File: config.mk
export PLATFORM = sky130hd
export DESIGN_NAME = feedback_frame_parser
export DESIGN_NICKNAME = d
export VERILOG_FILES = /design/src/ffp_pkg.sv /design/src/feedback_frame_parser.sv /design/src/ffp_frame_core.sv
export SDC_FILE = /design/constraint.sdc
export NUM_CORES = 1
export LEC_CHECK = 0
export BUFFER_PORTS_ARGS = -buffer_cell sky130_fd_sc_hd__buf_4
export CORE_UTILIZATION = 47
export DETAILED_ROUTE_END_ITERATION = 12
export MAX_ROUTING_LAYER = met4
export PLACE_DENSITY = 0.65
export SLEW_MARGIN = 40
export SYNTH_ARGS = -nofsm -noshare
export SYNTH_HDL_FRONTEND = slang
export SYNTH_SLANG_ARGS = --single-unit
File: constraint.sdc
create_clock -name clk -period 15.2 [get_ports clk]
set_input_delay 2.28 -clock clk [delete_from_list [all_inputs] [get_ports clk]]
set_output_delay 2.28 -clock clk [all_outputs]
set_load 0.005 [all_outputs]
File: src/ffp_pkg.sv
// ----------------------------------------------------------------------------
// Feedback frame parser package
// Frame layout constants and the result record shared by the parser modules.
// ----------------------------------------------------------------------------
package ffp_pkg;

	localparam int POS_W = 5;
	localparam int PAYLOAD_WORDS = 7;
	localparam int WIDX_W = 3;

	localparam logic [15:0] START_WORD = 16'hABCD;
	localparam logic [POS_W-1:0] POS_SEARCH = 5'd0;
	localparam logic [POS_W-1:0] POS_FIRST = 5'd2;
	localparam logic [POS_W-1:0] POS_LAST = 5'd17;

	typedef logic [15:0] word_t;

	// One decoded frame: a hit flag and the seven payload words.
	typedef struct packed {
		logic  hit;
		word_t cmd1;
		word_t cmd2;
		word_t speed_r;
		word_t speed_l;
		word_t batt;
		word_t temp;
		word_t led;
	} ffp_frame_t;

endpackage

File: src/feedback_frame_parser.sv
// ----------------------------------------------------------------------------
// Feedback frame parser
// Byte stream receiver for 18-byte motor board feedback frames.
// ----------------------------------------------------------------------------
// The input channel (in_valid, in_ready, rx_byte) carries one received serial
// byte per transfer. While searching, each byte is paired with the one before it
// as a little-endian word, and 0xABCD opens a frame. The next 16 bytes are
// collected without searching; the last word is a checksum that must equal
// the XOR of the eight words before it. A good frame produces one result on the
// output channel (out_valid, out_ready and the seven field ports); a bad frame
// is dropped silently.
// Bytes are registered in the input stage on acceptance and decoded from
// there; a good frame's result is registered in the result register and
// shows on out_valid until it is taken.
// While in_ready is high the block takes one byte every cycle. A held result
// does not stop the input at once. Only when the final byte of the next frame
// sits in the input stage while the earlier result is still not taken does
// in_ready drop and the next byte wait; results are at least 17 bytes apart.
// Reset clears the search state and both valid flags; the block comes out of
// reset searching, with the previous byte taken as zero.
// ----------------------------------------------------------------------------
module feedback_frame_parser (
	input  logic               clk,
	input  logic               arst_n,
	input  logic               in_valid,
	output logic               in_ready,
	input  logic [7:0]         rx_byte,
	output logic               out_valid,
	input  logic               out_ready,
	output logic signed [15:0] echo_command_one,
	output logic signed [15:0] echo_command_two,
	output logic signed [15:0] speed_right,
	output logic signed [15:0] speed_left,
	output logic signed [15:0] battery_voltage,
	output logic signed [15:0] board_temperature,
	output logic [15:0]        led_command
);
	import ffp_pkg::*;

	// Input register stage.
	logic       valid_s1;
	logic [7:0] byte_s1;

	// Result register.
	logic       out_valid_q;
	ffp_frame_t frame_q;

	logic       at_last;
	logic       stall;
	logic       proc;
	ffp_frame_t frame;

	// The byte in the input stage may only produce a result when the result
	// register can take it: it is either empty or being emptied now.
	always_comb begin
		stall    = valid_s1 && at_last && out_valid_q && !out_ready;
		proc     = valid_s1 && !stall;
		in_ready = !stall;
	end

	ffp_frame_core u_core (
		.clk     (clk),
		.arst_n  (arst_n),
		.en      (proc),
		.data    (byte_s1),
		.at_last (at_last),
		.frame   (frame)
	);

	always_ff @(posedge clk or negedge arst_n) begin
		if (!arst_n) begin
			valid_s1 <= 1'b0;
		end else if (in_ready) begin
			valid_s1 <= in_valid;
		end
	end

	always_ff @(posedge clk) begin
		if (in_valid && in_ready) begin
			byte_s1 <= rx_byte;
		end
	end

	always_ff @(posedge clk or negedge arst_n) begin
		if (!arst_n) begin
			out_valid_q <= 1'b0;
		end else if (proc && frame.hit) begin
			out_valid_q <= 1'b1;
		end else if (out_ready) begin
			out_valid_q <= 1'b0;
		end
	end

	always_ff @(posedge clk) begin
		if (proc && frame.hit) begin
			frame_q <= frame;
		end
	end

	assign out_valid         = out_valid_q;
	assign echo_command_one  = signed'(frame_q.cmd1);
	assign echo_command_two  = signed'(frame_q.cmd2);
	assign speed_right       = signed'(frame_q.speed_r);
	assign speed_left        = signed'(frame_q.speed_l);
	assign battery_voltage   = signed'(frame_q.batt);
	assign board_temperature = signed'(frame_q.temp);
	assign led_command       = frame_q.led;

endmodule

File: src/ffp_frame_core.sv
// ----------------------------------------------------------------------------
// Feedback frame parser core
// Start word search, byte collection, checksum and the payload word store.
// ----------------------------------------------------------------------------
module ffp_frame_core (
	input  logic                      clk,
	input  logic                      arst_n,
	input  logic                      en,
	input  logic [7:0]                data,
	output logic                      at_last,
	output ffp_pkg::ffp_frame_t       frame
);
	import ffp_pkg::*;

	logic [POS_W-1:0] pos_q;
	logic [7:0]       prev_q;
	logic [7:0]       low_q;
	word_t            xor_q;
	word_t            words_q [PAYLOAD_WORDS];

	logic             in_frame;
	word_t            word;
	logic [3:0]       widx;
	logic             is_payload;
	logic [WIDX_W-1:0] slot;
	word_t            cand;

	always_comb begin
		in_frame   = (pos_q >= POS_FIRST) && (pos_q <= POS_LAST);
		word       = {data, low_q};
		widx       = pos_q[POS_W-1:1];
		is_payload = (widx >= 4'd1) && (widx <= 4'(PAYLOAD_WORDS));
		slot       = widx[WIDX_W-1:0] - WIDX_W'(1);
		cand       = {data, prev_q};
		at_last    = (pos_q == POS_LAST);
	end

	// The checksum word (bus high byte, held low byte) must equal the running XOR.
	always_comb begin
		frame.hit     = in_frame && pos_q[0] && !is_payload && (word == xor_q);
		frame.cmd1    = words_q[0];
		frame.cmd2    = words_q[1];
		frame.speed_r = words_q[2];
		frame.speed_l = words_q[3];
		frame.batt    = words_q[4];
		frame.temp    = words_q[5];
		frame.led     = words_q[6];
	end

	always_ff @(posedge clk or negedge arst_n) begin
		if (!arst_n) begin
			pos_q  <= POS_SEARCH;
			prev_q <= '0;
			xor_q  <= '0;
		end else if (en) begin
			prev_q <= data;
			if (in_frame) begin
				if (pos_q[0] && is_payload) begin
					xor_q <= xor_q ^ word;
				end
				pos_q <= at_last ? POS_SEARCH : pos_q + POS_W'(1);
			end else if (cand == START_WORD) begin
				xor_q <= START_WORD;
				pos_q <= POS_FIRST;
			end else begin
				pos_q <= POS_SEARCH;
			end
		end
	end

	always_ff @(posedge clk) begin
		if (en && in_frame) begin
			if (!pos_q[0]) begin
				low_q <= data;
			end else if (is_payload) begin
				words_q[slot] <= word;
			end
		end
	end

endmodule

==> qor.txt <==
kind of critical path = input pin to output port
initial antenna violation count = 0
switching fraction of total power = 0.208
vias in the first global route = 4,490
Yosys reg bits = 271
Max Buffers Root-to-Sink = 3
Num CTS Buffers = 26
P_leak = 4.14 nW
antenna viol nets, final = 0
maximum VDD drop = 93.4 µV
Post-route DRC = 0
Least-Margin Pin Slew = 817 ps
R2R cell count = 8
Cells after Synth = 466
DR vias/cell = 5.04
io pins = 126
vias = 4,508
Synth Area per Inst = 19.9 µm²
r2r setup slk = 11,510 ps
Worst-Skew Late Latency = 510 ps
crit path cell chain = buf_4 > nand2b_1 > nor2_1 > nand2_1 > buf_4
clk slew on worst S/H paths = 60 ps
number of flops mapped to enable cells by yosys = 240
mapped cell area = 9250 µm²
Yosys top cell area share = 0.779
max_cap viols = 0
Root Driver = clkbuf_16
CP arrival = 3030 ps
Post-synth ARST share = 0.114
Flop pwr share = 0.547
wire per inst = 18.8 µm
NetSw = 0.329 mW
H-tree lvl count = 1
Finished Core Util = 0.601
Syn Nets = 485
first-pass GRT wire length = 25,200 µm
die width = 142 µm
routed wire length = 16,800 µm
Final min period = 5310 ps
Worst path slowest cell = buf_4
Crit path top cell by count = buf_4
iteration-0 DRC count of the detailed router = 384
final hold violation count = 0
Crit Reg-Reg Startpoint = u_core.pos_q[1]$_DFFE_PN0P_
Max stage delay on crit path = 200 ps
top_reg_cell synth = edfxtp_1
crit-path max FO = 3
# Post-CTS Setup Buffers = 0
Post-DP HPWL = 10,600 µm
Worst EP required = 12,920 ps
worst hold path type = flip-flop to flip-flop
Area growth syn-to-layout = 23.4%
final max-slew violation count = 0
Hold-fix buffers, CTS = 0
Min-Delay Path Depth = 0
Netlist cell types = 50
Clock Skews = 10.0 ps
worst min-delay path startpoint = u_core.words_q[0][7]$_DFFE_PP_
GRT Overall Usage = 0.172
Gate power share = 0.053
PortBufs = 125
Fin Setup TNS = 0 ps
cts repair resizes = 0
largest area contributor in the netlist = edfxtp_1
crit end category = output port
Peak Freq = 188 MHz
Setup violations, final = 0
clock share of power = 0.400
status = finished clean
largest net degree at the start of global routing = 64
CTS tree = yes
top-count cell post-synth = edfxtp_1
Die ar. = 20,300 µm²
Rel. slew slack = 0.455
core box area = 19,000 µm²
reg-to-reg endpoint = battery_voltage[1]$_DFFE_PP_
Die Y = 142 µm
fraction of layout cells with a size suffix above 1 = 0.307
Syn. warnings = 0
1st-pass router iterations = 5
worst-case hold path end point = echo_command_one[7]$_DFFE_PP_
Critical Path Start Type = input pin
PwrDens = 138 nW/µm²
Levels on crit path = 5
clk sinks = 271
synth cell count leaders = edfxtp_1, nand2_1, dfrtp_1
antenna fix cells = 0
RSZ-0062 raised after global routing = false
Tcrit/Tclk final = 0.350
part of the Yosys area used for sequential elements = 0.863
Top delay family on crit path = simple AND/OR/NAND/NOR gates
grt ovf = 0
row count = 50
Starting Density = 0.487
Bufs and invs on worst path = 2
internal power = 1.25 mW
top cells by area, synth = edfxtp_1, dfrtp_1, nand2_1
routability cong. = 0.808
layout net count = 635
-- power groups by stage --
stage               registers (mW)  clock network [mW]  logic [mW]
global placement             0.878                   0      0.0782
global route                 0.868               0.677      0.0924
CTS                          0.864               0.644      0.0830
finish                       0.865               0.633      0.0834
floorplan                    0.868                   0      0.0667
detailed placement           0.880                   0      0.0823
-- cell families after synthesis --
| family | share of synthesized area |
|---|---|
| flops | 0.863 |
| simple gates | 0.0526 |
| compound gates | 0.0415 |
| buf+inv | 0.0133 |
| xor+xnor | 0.0161 |
| fa+ha+maj | 0.00947 |
| mux | 0.00433 |
-- registers in the layout (all words and copies together) (netlist names) --
name,cells
led_command,16
byte_s1,8
u_core.words_q,112
speed_right,16
echo_command_one,16
u_core.low_q,8
battery_voltage,16
out_valid,1
echo_command_two,16
board_temperature,16
u_core.pos_q,5
speed_left,16
u_core.prev_q,8
valid_s1,1
u_core.xor_q,16
-- layer usage --
metal / vias up / share of wire / global-route usage
li1: 2098 / - / -
met1: 2240 / 0.43 / 0.225
met2: 143 / 0.50 / 0.279
met3: 27 / 0.048 / 0.0232
met4: 0 / 0.024 / 0.0577
met5: - / 0 / -
-- per-stage QoR --
stage          std cells  hold WS (ps)  setup WS (ps)  instance area [µm²]  power (mW)
5_1_grt              895           422           9810                11400        1.64
4_1_cts              895           417           9900                11400        1.59
6_report             895           417           9890                11400        1.58
3_3_place_gp         848           403           9930                10500       0.956
2_1_floorplan        466           400           7170                 9250       0.935
3_5_place_dp         848           405           9900                10600       0.962
-- final cells by class --
class,count,area (µm²)
flip-flops and latches,271,7980
fillers,1424,7600
multi-input cells,171,1210
repair buffers,132,991
clock buffers,33,718
well taps,260,325
clock inverters,14,143
inverters,14,52.6
-- worst register-to-register path, cell delays in order, from the launching register on --
cell and delay [ps]:
dfrtp_1 510, inv_1 190, ha_1 240, nor2b_1 220, a21boi_2 120, o21ai_2 670, nand2_1 460, nor2_4 220
buf_4 610
-- how the worst max path moves through the flow --
stage,startpoint,slack (ps),end
final,out_ready,9890,in_ready
after global routing,out_ready,9810,in_ready
after CTS,out_ready,9900,in_ready
after detailed placement,out_ready,9900,in_ready
after global placement,out_ready,9930,in_ready
after floorplan,out_ready,7170,battery_voltage[0]$_DFFE_PP_
-- placed cells by master (no fill, tap or decap), drive strengths merged, types with 2 or more instances in the layout --
cell type	instances
a32oi	7
a21o	4
bufinv	3
mux2i	4
nor4	5
clkinv	10
xnor2	12
nor2b	2
a22o	5
o2bb2ai	3
inv	14
edfxtp	240
a31oi	9
dfrtp	31
nor3	3
a22oi	3
ha	7
nor2	10
xor2	5
nand3	20
o21ai	8
nand2b	3
nand4	4
and2	3
buf	132
clkbuf	33
nand2	41
No activity file was read; power rests on OpenSTA's default activity.
